## src/hdl/mpbf_pkg.sv

```systemverilog
// Shared types and constants for the min-plus Bellman-Ford block.
// No dependencies.
package mpbf_pkg;

    localparam int CFG_IDX_W = 2;
    localparam logic [CFG_IDX_W-1:0] REG_NODE_COUNT     = 2'd0;
    localparam logic [CFG_IDX_W-1:0] REG_SOURCE_NODE    = 2'd1;
    localparam logic [CFG_IDX_W-1:0] REG_ROUND_COUNT    = 2'd2;
    localparam logic [CFG_IDX_W-1:0] REG_DEFAULT_ROUNDS = 2'd3;

    localparam logic ACT_WRITE = 1'b0;
    localparam logic ACT_RUN   = 1'b1;

    // Sequencer states, one-hot.
    typedef enum logic [4:0] {
        ST_IDLE  = 5'b00001,
        ST_SWEEP = 5'b00010,
        ST_DRAIN = 5'b00100,
        ST_UPDT  = 5'b01000,
        ST_OUT   = 5'b10000
    } state_t;

    // Control from the sequencer to the cell chain.
    typedef struct packed {
        logic init;     // load initial distances
        logic shift;    // rotate distance ring one place
        logic commit;   // fold relaxed value into each cell
    } cell_ctrl_t;

endpackage

```

## src/hdl/mpbf_cell.sv

```systemverilog
// One cell of the distance ring: holds dist[u] and folds in the relaxed value on commit.
// Depends on mpbf_pkg.
module mpbf_cell #(
    parameter int WB = 32
) (
    input  logic                  aclk,
    input  mpbf_pkg::cell_ctrl_t  ctrl,
    input  logic                  init_inf,
    input  logic                  prev_inf,
    input  logic signed [WB-1:0]  prev_val,
    input  logic                  rlx_inf,
    input  logic signed [WB-1:0]  rlx_val,
    output logic                  dist_inf,
    output logic signed [WB-1:0]  dist_val
);
    import mpbf_pkg::*;

    logic              inf_reg;
    logic signed [WB-1:0] val_reg;
    logic              less;

    assign less = !rlx_inf && (inf_reg || rlx_val < val_reg);

    // ring shift, init, or commit of min(dist, relaxed)
    always_ff @(posedge aclk) begin
        if (ctrl.init) begin
            inf_reg <= init_inf;
            val_reg <= '0;
        end else if (ctrl.shift) begin
            inf_reg <= prev_inf;
            val_reg <= prev_val;
        end else if (ctrl.commit && less) begin
            inf_reg <= 1'b0;
            val_reg <= rlx_val;
        end
    end

    assign dist_inf = inf_reg;
    assign dist_val = val_reg;
endmodule
```

## config.mk

```make
export PLATFORM = sky130hd
export DESIGN_NAME = mpbf_cell
export DESIGN_NICKNAME = d
export VERILOG_FILES = /design/src/hdl/mpbf_pkg.sv /design/src/hdl/mpbf_cell.sv
export SDC_FILE = /design/constraint.sdc
export NUM_CORES = 1
export LEC_CHECK = 0
export ABC_AREA = 1
export BUFFER_PORTS_ARGS = -buffer_cell sky130_fd_sc_hd__buf_2
export CAP_MARGIN = 5
export CELL_PAD_IN_SITES_DETAIL_PLACEMENT = 0
export CELL_PAD_IN_SITES_GLOBAL_PLACEMENT = 1
export CORE_AREA = 2 2 94 96
export CTS_CLUSTER_DIAMETER = 50
export DETAILED_ROUTE_END_ITERATION = 10
export DIE_AREA = 0 0 96 98
export GPL_TIMING_DRIVEN = 0
export PLACE_DENSITY = 0.76
export SKIP_CTS_REPAIR_TIMING = 1
export SLEW_MARGIN = 30
export SYNTH_ARGS = -nofsm -noshare
export SYNTH_HDL_FRONTEND = slang
export SYNTH_SLANG_ARGS = --single-unit
```

## constraint.sdc

```tcl
create_clock -name aclk -period 2.7 [get_ports aclk]
set_input_delay 0.135 -clock aclk [delete_from_list [all_inputs] [get_ports aclk]]
set_output_delay 0.135 -clock aclk [all_outputs]
set_load 0.01 [all_outputs]
```

=== After elaboration in Yosys (flattened, before gate mapping) ===
Cells that the tools add are included.

* Magnitude comparators: 1
* Mux-type cells: 5
* Reductions and logical operators: 6

{| class="wikitable"
|+ Operators with widths
! kind !! count
|-
| 2-to-1 mux 32 bit || 2
|-
| less-than comparator 32 bit || 1
|-
| 2-to-1 mux 1 bit || 3
|-
| nonzero test 3 bit || 1
|-
| logical AND 1 bit || 2
|-
| nonzero test 2 bit || 1
|-
| zero test 1 bit || 1
|-
| logical OR 1 bit || 1
|}

* Bits in registers: 33

=== Longest topological paths before layout ===
* Depth after elaboration: 7
* Mapped depth: 20

=== Worst setup path after synthesis ===
No wires, ideal clock.

* Kind: register -> register
* From: reg val_reg[21] (netlist: dist_val[21])
* To: reg inf_reg (netlist: dist_inf) (enable)
* Buffers on the path: 2
* Setup slack: 0.678 ns
* Period minus slack after synthesis: 2.022 ns
* Library setup time: 0.295 ns
* Stages on the path, launching flop included: 14
* Arrival time: 1.727 ns
* Required time: 2.405 ns
* Cells stage by stage: dfxtp_1 > inv_1 > ha_1 > a21oi_1 > nor2_1 > nor2_1 > nand3_1 > a21oi_1 > nand3_1 > nand3_1 > nand2_1 > buf_6 > buf_6 > nand3_1

* Longest elaborated chain between the ends: 5

{| class="wikitable"
|+ RTL lines
! element !! line !! source
|-
| from (decl) || mpbf_cell.sv:19 || <nowiki>logic signed [WB-1:0] val_reg;</nowiki>
|-
| from (signal assigned) || mpbf_cell.sv:31 || <nowiki>val_reg <= prev_val;</nowiki>
|-
| from (signal assigned) || mpbf_cell.sv:34 || <nowiki>val_reg <= rlx_val;</nowiki>
|-
| less-than comparator 32 bit || mpbf_cell.sv:22 || <nowiki>assign less = !rlx_inf && (inf_reg || rlx_val < val_reg);</nowiki>
|-
| logical OR 1 bit || mpbf_cell.sv:22 ||
|-
| logical AND 1 bit || mpbf_cell.sv:22 ||
|-
| logical AND 1 bit || mpbf_cell.sv:32 || <nowiki>end else if (ctrl.commit && less) begin</nowiki>
|-
| nonzero test 3 bit (no line) || -- ||
|-
| to (signal assigned) || mpbf_cell.sv:27 || <nowiki>inf_reg <= init_inf;</nowiki>
|-
| to (signal assigned) || mpbf_cell.sv:30 || <nowiki>inf_reg <= prev_inf;</nowiki>
|-
| to (decl) || mpbf_cell.sv:18 || <nowiki>logic inf_reg;</nowiki>
|}

Every way passes these cells.
A chain may end at the register's enable or synchronous reset.

=== Final worst setup path ===
* From: reg val_reg[29] (netlist: dist_val[29])
* To: reg inf_reg (netlist: dist_inf) (enable)

The elaborated chain is that of the path after synthesis.

==> impl_results.md <==
- Vias per cell: 4.497
- Drt drc: 0
- CP Data Required Time: ~2700 ps
- Max-cap viol count: 0
- Routability Congestion: between 0.7 and 0.8
- DIE WIDTH: approximately 96 µm
- Clock-pin slew on the worst setup and hold paths: 80 ps
- Slew @ Worst Pin: 535.8 ps
- CTS Buf Count: 5
- Peak Freq: approximately 460 MHz
- Tot GR Track Use: 0.1715
- Avg Cell Area, Syn: just over 6 µm²
- P per Cell Area: between 400 and 500 nW/µm²
- Register area share after synthesis: 0.2577
- Gate count of the mapped netlist: 428
- Hold crit path type: primary input to flop
- IO buf count: 102
- Vias: between 2000 and 3000
- Layout cells sized above 1: 0.2249
- Arrival time worst endpoint: ~2200 ps
- Critical path class: flop to flop
- ANT cells: 0
- Finished Layout Cells: 646
- Top delay family on crit path: simple AND/OR/NAND/NOR gates
- CP Max Fanout: 10
- Area grow syn2layout: 28.27%
- Largest net degree at the start of global routing: 11
- Full die area: approximately 9400 µm²
- Yosys reg bits: 33
- WL per Instance: 12.08 µm
- Hold Vio Cnt, Final: 0
- Vias in the first global route: between 2000 and 3000
- Critical path, cell by cell: inv_1 > ha_1 > a21oi_1 > nor2_1 > nor2_1 > nand3_1 > a21oi_1 > nand2_1 > nand2_1 > nand3_1 > nand2_1 > buf_6 > buf_6 > nand3_1
- Lkg Pwr: ~0.0019 µW
- Row cnt: 34
- Commonest non-fill, non-tap cell in the layout: nand2_1
- Post-layout min period: around 2200 ps
- Routed WL: 7.805 mm
- Iter 0 DRT Violations: around 80
- Die Span Y: between 90 and 100 µm
- Biggest cell delay along the critical path: 340 ps
- Layout net count: approximately 640
- Clock Root Buffer: clkbuf_8
- TritonCTS clock tree: done
- Skew-Pair Late Insertion Delay: 290 ps
- Crit path capture type: flop
- Clock skew: 11.92 ps
- Status: complete, no violations
- First-pass GRT wire length: approximately 13 mm
- Mapped Nets: 530
- Commonest non-fill, non-tap cells in the layout: 161 x nand2_1, 107 x buf_2, 45 x a21oi_1
- RSZ-0062 raised after global routing: no
- Initial core utilization: 0.3074
- Slowest stage cell on the critical path: dfxtp_1
- Overflow after GRT: 0
- CTS sink cnt: 33
- Slew margin rel.: 0.6428
- Post-route clock period utilization: 0.8097
- Setup TNS: 0 ps
- Worst-case clock buffer depth: 2
- Fillers: about 940
- Post-synth cell types: 18
- Pre-antenna DRT Iters: 4
- Setup violations, final: 0
- Yosys warns: 0
- H-Tree Depth: 2
- Critical path buffer and inverter count: 3
- Number of I/O pins: 104
- Post-DP HPWL: between 6 and 7 mm
- Setup crit start kind: flop
- Syn Std Cell Area: roughly 2600 µm²
- Slew Limit Fails: 0
- Peak VDD IR: roughly 160 µV
- Initial antenna violation count: 0
- Core area: 8466 µm²
- Placed Instances: about 640
- Final ANT Viol Nets: 0
## logic make-up (layout without fill, tap and decap cells)
group,count (synthesis),in the layout,share of synthesized area
flops,33,33,0.2577
fa+ha+maj,31,31,0.1490
buf+inv,68,178,0.1178
compound gates,50,50,0.09615
simple gates,246,246,0.3793
## per-layer routing
metal	wire, µm	up-vias	part of all wire	track usage
met2	3578	83	0.46	0.2837
li1	-	1566	-	-
met1	3671	1251	0.47	0.2255
met5	0	-	0	0
met3	494	5	0.063	0.03627
met4	60	0	0.0077	0.04176
## synthesized netlist by cell type
master    count  area share
nand4_1       2      0.0048
inv_1        42       0.061
dfxtp_1      32        0.25
edfxtp_1      1       0.012
clkinv_1      2      0.0029
nor3_2        1      0.0038
nor2_2        1      0.0024
ha_1         31        0.15
buf_6         6       0.026
nand3_1      39       0.075
nand2_1     161        0.23
nor3_1        1      0.0019
clkbuf_1     10       0.014
nor2_1       41       0.059
buf_2         5      0.0096
a21oi_1      45       0.087
o21ai_0       5      0.0096
buf_1         3      0.0043
## layout make-up
cell class | count | area, µm² | share of cell area
Sequential cell | 33 | 670.6 | 0.2009
Clock buffer | 8 | 90.09 | 0.02699
Buffer | 24 | 141.4 | 0.04235
Multi-Input combinational cell | 327 | 1625 | 0.4869
Inverter | 44 | 165.2 | 0.04948
Tap cell | 108 | 135.1 | 0.04048
Timing Repair Buffer | 102 | 510.5 | 0.1529
## metrics by stage
| step | total power, µW | utilization | area (µm²) | hold slack (ps) | setup WS [ps] |
|---|---|---|---|---|---|
| after CTS | 1504 | 0.3943 | 3338 | 124.5 | 500.7 |
| after global routing | 1603 | 0.3943 | 3338 | 126.5 | 295.2 |
| final | 1473 | 0.3943 | 3338 | 135.0 | 513.9 |
| after global placement | 1082 | 0.3837 | 3248 | 433.8 | 519.8 |
| after detailed placement | 1090 | 0.3837 | 3248 | 435.3 | 508.3 |
| after floorplan | 901.9 | - | 2603 | 316.7 | 677.8 |
## sequential cells by signal (all words and copies together) (netlist names)
| name | flops |
|---|---|
| dist_val | 32 |
| dist_inf | 1 |
## power by group
group,switching [µW],internal [µW],total (µW)
combinational,298,217,515
clock,190,208,398
sequential,24.0,535,559
## final timing paths
path	startpoint	end	slack [ps]	cells past startpoint
setup / recovery	dist_val[29]	dist_inf	510	14
hold / removal	init_inf	dist_inf	130	3
setup reg to reg	dist_val[29]	dist_inf	510	14
hold reg to reg	dist_val[0]	dist_val[0]	510	2
## tightest hold or removal path, stage by stage
cell	delay (ps)
buf_2	70
nand2_1	40
nand2_1	70
Power figures use the tool's default switching activity.
